==> src/hw/rtl/p5r_pkg.sv <==
// ----------------------------------------------------------------------------
// p5r_pkg
// Types and constants of the five-point Laplacian residual block.
// ----------------------------------------------------------------------------
package p5r_pkg;

   localparam int VALUE_W    = 32;
   localparam int FRAC_BITS  = 16;
   localparam int COEF_W     = 32;
   localparam int COEF_FRAC  = 12;
   localparam int COEF_HALF  = 16;
   localparam int IDX_W      = 11;
   localparam int MAX_PANELS = 1024;
   localparam int CSR_IDX_W  = 2;
   localparam int FIFO_DEPTH = 16;

   localparam logic [CSR_IDX_W-1:0] CSR_COEF_X   = 2'd0;
   localparam logic [CSR_IDX_W-1:0] CSR_COEF_Y   = 2'd1;
   localparam logic [CSR_IDX_W-1:0] CSR_X_PANELS = 2'd2;
   localparam logic [CSR_IDX_W-1:0] CSR_Y_PANELS = 2'd3;

   localparam logic [COEF_W-1:0] COEF_RESET   = '0;
   localparam logic [IDX_W-1:0]  PANELS_RESET = 11'd40;
   localparam logic [IDX_W-1:0]  PANELS_MIN   = 11'd2;

   typedef struct packed {
      logic             has_above;   // a residual of the row above is due
      logic             interior;
      logic             has_own;     // last row: own zero residual is due
      logic             own_last;
      logic [IDX_W-1:0] x_index;
      logic [IDX_W-1:0] y_above;
      logic [IDX_W-1:0] y_cur;
   } meta_type;

   typedef struct packed {
      meta_type                  meta;
      logic signed [VALUE_W-1:0] u_value;
      logic signed [VALUE_W-1:0] f_above;
      logic signed [VALUE_W-1:0] center;
      logic signed [VALUE_W-1:0] right;
      logic signed [VALUE_W-1:0] up2;
   } work_type;

   typedef struct packed {
      logic signed [VALUE_W-1:0] residual;
      logic [IDX_W-1:0]          x_index;
      logic [IDX_W-1:0]          y_index;
      logic                      saturated;
      logic                      last;
   } rsp_type;

   typedef struct packed {
      logic    first;
      logic    second;
      rsp_type entry0;
      rsp_type entry1;
   } push_type;

endpackage

==> src/hw/rtl/p5r_queue.sv <==
// ----------------------------------------------------------------------------
// p5r_queue
// Result queue, up to two writes and one read per cycle.
// ----------------------------------------------------------------------------
module p5r_queue (
   input  logic              clock,
   input  logic              reset,
   input  p5r_pkg::push_type push,
   input  logic              pop,
   output logic              not_empty,
   output p5r_pkg::rsp_type  head
);
   localparam int PTR_W = $clog2(p5r_pkg::FIFO_DEPTH);
   localparam int CNT_W = $clog2(p5r_pkg::FIFO_DEPTH + 1);

   p5r_pkg::rsp_type  entries_ff [p5r_pkg::FIFO_DEPTH];
   logic [PTR_W-1:0]  wr_ptr_ff, rd_ptr_ff;
   logic [CNT_W-1:0]  count_ff;
   logic              do_pop;

   assign not_empty = (count_ff != '0);
   assign do_pop    = pop && not_empty;
   assign head      = entries_ff[rd_ptr_ff];

   always_ff @(posedge clock) begin
      if (reset) begin
         wr_ptr_ff <= '0;
         rd_ptr_ff <= '0;
         count_ff  <= '0;
      end else begin
         wr_ptr_ff <= wr_ptr_ff + PTR_W'(push.first) + PTR_W'(push.second);
         rd_ptr_ff <= rd_ptr_ff + PTR_W'(do_pop);
         count_ff  <= count_ff + CNT_W'(push.first) + CNT_W'(push.second)
                      - CNT_W'(do_pop);
      end
   end

   always_ff @(posedge clock) begin
      if (push.first) begin
         entries_ff[wr_ptr_ff] <= push.entry0;
      end
      if (push.second) begin
         entries_ff[wr_ptr_ff + PTR_W'(1)] <= push.entry1;
      end
   end
endmodule

==> config.mk <==
export PLATFORM = sky130hd
export DESIGN_NAME = p5r_queue
export DESIGN_NICKNAME = d
export VERILOG_FILES = /design/src/hw/rtl/p5r_pkg.sv /design/src/hw/rtl/p5r_queue.sv
export SDC_FILE = /design/constraint.sdc
export NUM_CORES = 1
export LEC_CHECK = 0
export BUFFER_PORTS_ARGS = -buffer_cell sky130_fd_sc_hd__buf_2
export CAP_MARGIN = 0
export CORE_MARGIN = 3
export CORE_UTILIZATION = 50
export DETAILED_ROUTE_END_ITERATION = 7
export HOLD_SLACK_MARGIN = 0.12
export PLACE_DENSITY = 0.77
export SLEW_MARGIN = 20
export SYNTH_ARGS = -nofsm -noshare
export SYNTH_HDL_FRONTEND = slang
export SYNTH_SLANG_ARGS = --single-unit
==> constraint.sdc <==
create_clock -name clock -period 10.5 [get_ports clock]
set_input_delay 2.1 -clock clock [delete_from_list [all_inputs] [get_ports clock]]
set_output_delay 2.1 -clock clock [all_outputs]
set_load 0.01 [all_outputs]
Yosys cells after proc, flatten, opt, wreduce, memory -nomap -nowiden
Memories as Yosys holds them, arrays and structs flattened. A register that Yosys moved wholly into a read port is not among the register bits.
Index checks and enable logic that the tools add are counted.
Cells by class
  muxes and demuxes: 5
  reduce and logical (&&, ||, !) cells: 2
  add/subtract/negate cells: 7
Operator list (number)
  $add A4 B1 Y4: 3
  $add A5 B1 Y5: 2
  $reduce_bool A5 Y1: 1
  $sub A5 B1 Y5: 1
  $add A4 B1 Y4 const B: 1
  $mux W1: 4
  $mux W4: 1
  $logic_and A1 B1 Y1: 1
Word-level totals
  bits of input ports: 117
  memories: 1
  logic and storage cells: 18
  bits in writable memories: 896
  flip-flop bits (word level): 13
  output and inout bits: 57
Memory list
  entries_ff: words 16, bits a word 56, rd ports 1, clocked after Yosys merged registers in 1, wr ports 2, RTL line p5r_queue.sv:16  | p5r_pkg::rsp_type entries_ff [p5r_pkg::FIFO_DEPTH];

Depth between registers and ports, before layout
  depth in word-level cells: 4
  gate-level depth with buffers: 12
  depth with buffers taken out: 12

Worst setup path before layout
No wires, ideal clock.
  kind: input to register
  from: in push[113] in the netlist's numbering
  to: mem entries_ff[0][0] in the netlist's numbering, enable pin
  path buffers: 0
  data required time: 9.944 ns
  setup time: 0.556 ns
  data arrival time: 6.401 ns
  stages on the path: 2
  slack: 3.543 ns
  cell sequence: nand2_1 o32ai_1
RTL lines
  start, declared: RTL line p5r_queue.sv:8  | input p5r_pkg::push_type push,
  end, declared: RTL line p5r_queue.sv:16

==> flow_summary.toml <==
[detailed_routing]
post_drt_wl_per_cell_um = 32.2
ant_nets = 0
drt_wl_total_mm = 125
routed_via_density = 6.61
drt_iter0_drc = 2849
vias = 25717
firstDrtPassIters = 5
drc = 0

[outcome]
status = "finished, final reports clean"

[floorplanning]
die_y_um = 307
core-area_um2 = 89200
rows = 109
start_util = 0.509
die_x_um = 307
die_area_um2 = 94500
io_pins = 174

[global_route]
grt_pass1_vias = 26955
antenna_found_initial = 20
grtUsageTotal = 0.263
grt_pass1_wl_mm = 182
grt-ovfl-total = 0
grt_start_max_net_pins = 151

[finish]
fin_util = 0.565
drive_gt1_frac = 0.560
layout.cells.non_filler = 3889
fillers = 6679
fin_nets = 2760
syn_to_final_growth_pct = 10.9
design_area_um2 = 50400

[placement]
dp_slack_ns = 5.08
dp.cells = 3699
dp_hpwl_mm = 62.3
globalplace.congestion = 0.756
dpl_cell_area_um2 = 47200
portBuffers = 173

[synth]
synth-seq-area-share = 0.598
synth_cell_types = 33
ys_seq_elements = 909
syn-cell-area_um2 = 45400
synth_cells = 2594
syn_nets = 2722
ys_warn_count = 0
avgSynthCellArea_um2 = 17.5

[power]
peakVddDrop_mv = 0.179
power.share.switching = 0.267
seqPwrFrac = 0.448
power-per-cell-area_nw_per_um2 = 189
clkPwrFrac = 0.348
p_switching_mw = 2.55
p_int_mw = 7.00
p_comb_frac = 0.204
power.total_mw = 9.54
p_leak_nw = 16.2

[timing]
hold_slack_ns = 0.630
layout_min_cycle_time_ns = 6.07
skew_ns = 0.0558
period_share = 0.578
finalSetupViolCount = 0
setup_slack_ns = 4.43
tightestPinTransition_ns = 1.20
tns_ns = 0
timing_hold_violations_final = 0
rsz0062_at_grt = "false"
max_freq_mhz = 165
slew_headroom = 0.199
slew_violations = 0

[min_path]
hp-class = "reg2reg"

[worst_setup_path]
start_kind = "flop"
r2r_setup_slack_ns = 6.80
cp-end-kind = "primary output"
path_max_fanout = 150
critPathArrivalTime_ns = 3.97
critPathKind = "reg2out"
crit_required_ns = 8.40

[clock_network]
cts_root_buf = "clkbuf_16"
cts-buffers-inserted = 96
clock_latency_ns = 0.69
post-cts-setup-buffers = 0
cts.sinks = 909
htreeDepth = 3
cts_resized = 0
clk_path_buf_depth = 3
cts_tree = "yes"
cts.hold.buffers_added = 0
clk_pin_slew_ns = 0.06

[job]
drv_cap = 0
-- final cells by class --
cell class                 instances  area [µm²]  area share
tap                             1165        1460      0.0289
timing repair buffer             226        1340      0.0266
sequential                       909       27200       0.540
antenna                           13        32.5    0.000646
clock inverter                    61         587      0.0117
inverter                          10        37.5    0.000745
clock buffer                     116        2500      0.0496
multi-input combinational       1389       17200       0.342
-- cells in the final DEF, fill, tap and decap left out, drive strengths merged, types with 4 or more instances in the layout --
master and n:
nor3 5, diode 13, dfxtp 13, nand2b 5
mux4 224, mux2 896, a22oi 113, nand2 66
nor2b 10, nor2 31, clkinv 52, clkbuf 116
xnor2 4, bufinv 6, ha 8, edfxtp 896
buf 226, nand3 4, inv 10
-- logic make-up after synthesis --
logic type | Yosys count | synth area share
mux | 1120 | 0.337
flops | 909 | 0.598
simple gates | 129 | 0.0122
xor+xnor | 6 | 0.00116
compound gates | 123 | 0.0200
fa+ha+maj | 11 | 0.00353
buf+inv | 296 | 0.0284
-- critical path: stages (launching register included) --
cell     delay (ns)
dfxtp_4        0.68
buf_4          0.69
buf_12         0.77
mux4_2         0.42
a22oi_1        0.23
nand2_1        0.20
buf_2          0.20
-- layer usage --
layer,part of all wire,vias to the layer above,GRT usage
met4,0.033,12,0.0878
met5,0.00067,-,0
met1,0.38,13461,0.354
met3,0.094,301,0.0560
li1,-,10543,-
met2,0.49,1400,0.430
-- state kept, by name, indices dropped and copies added, names as in the netlist --
name        flops
count_ff        5
wr_ptr_ff       4
rd_ptr_ff       4
entries_ff    896
-- power groups by stage --
stage	logic [mW]	registers, mW	clock network [mW]
floorplan	1.45	4.29	0
global placement	1.90	4.35	0
detailed placement	1.95	4.36	0
CTS	1.96	4.28	3.35
global route	2.08	4.29	3.50
finish	1.94	4.28	3.32
-- path summary, 6_finish.rpt --
kind	from	depth (start not counted)	to
hold reg to reg	count_ff[0]$_SDFF_PP0_	3	count_ff[0]$_SDFF_PP0_
setup reg to reg	wr_ptr_ff[3]$_SDFF_PP0_	5	entries_ff[5][55]$_DFFE_PP_
hold / removal	count_ff[0]$_SDFF_PP0_	3	count_ff[0]$_SDFF_PP0_
setup / recovery	rd_ptr_ff[1]$_SDFF_PP0_	6	head[5]
-- synthesized netlist by cell type --
library cell	count	area [µm²]
xor2_1	2	17.5
mux2_2	856	9640
buf_6	5	56.3
buf_1	13	48.8
or2_4	1	8.76
a31oi_1	1	6.26
clkbuf_1	163	612
nor4_1	1	6.26
fa_1	3	60.1
a22oi_1	113	848
o32ai_1	1	8.76
and3_1	1	6.26
edfxtp_1	896	26900
and2_1	2	12.5
a21oi_1	3	15.0
mux4_2	224	5040
nand3_1	4	20.0
nand2_1	66	248
dfxtp_1	13	260
nor2b_1	10	62.6
mux2_4	40	601
o22ai_1	1	6.26
o21ai_0	3	15.0
xnor2_1	4	35.0
inv_1	10	37.5
nand2b_1	5	31.3
ha_1	8	100
buf_4	4	30.0
nor3_1	5	25.0
o21a_1	1	7.51
nor2_1	31	116
buf_2	101	505
or3_1	3	18.8
Power figures use the tool's default switching activity.
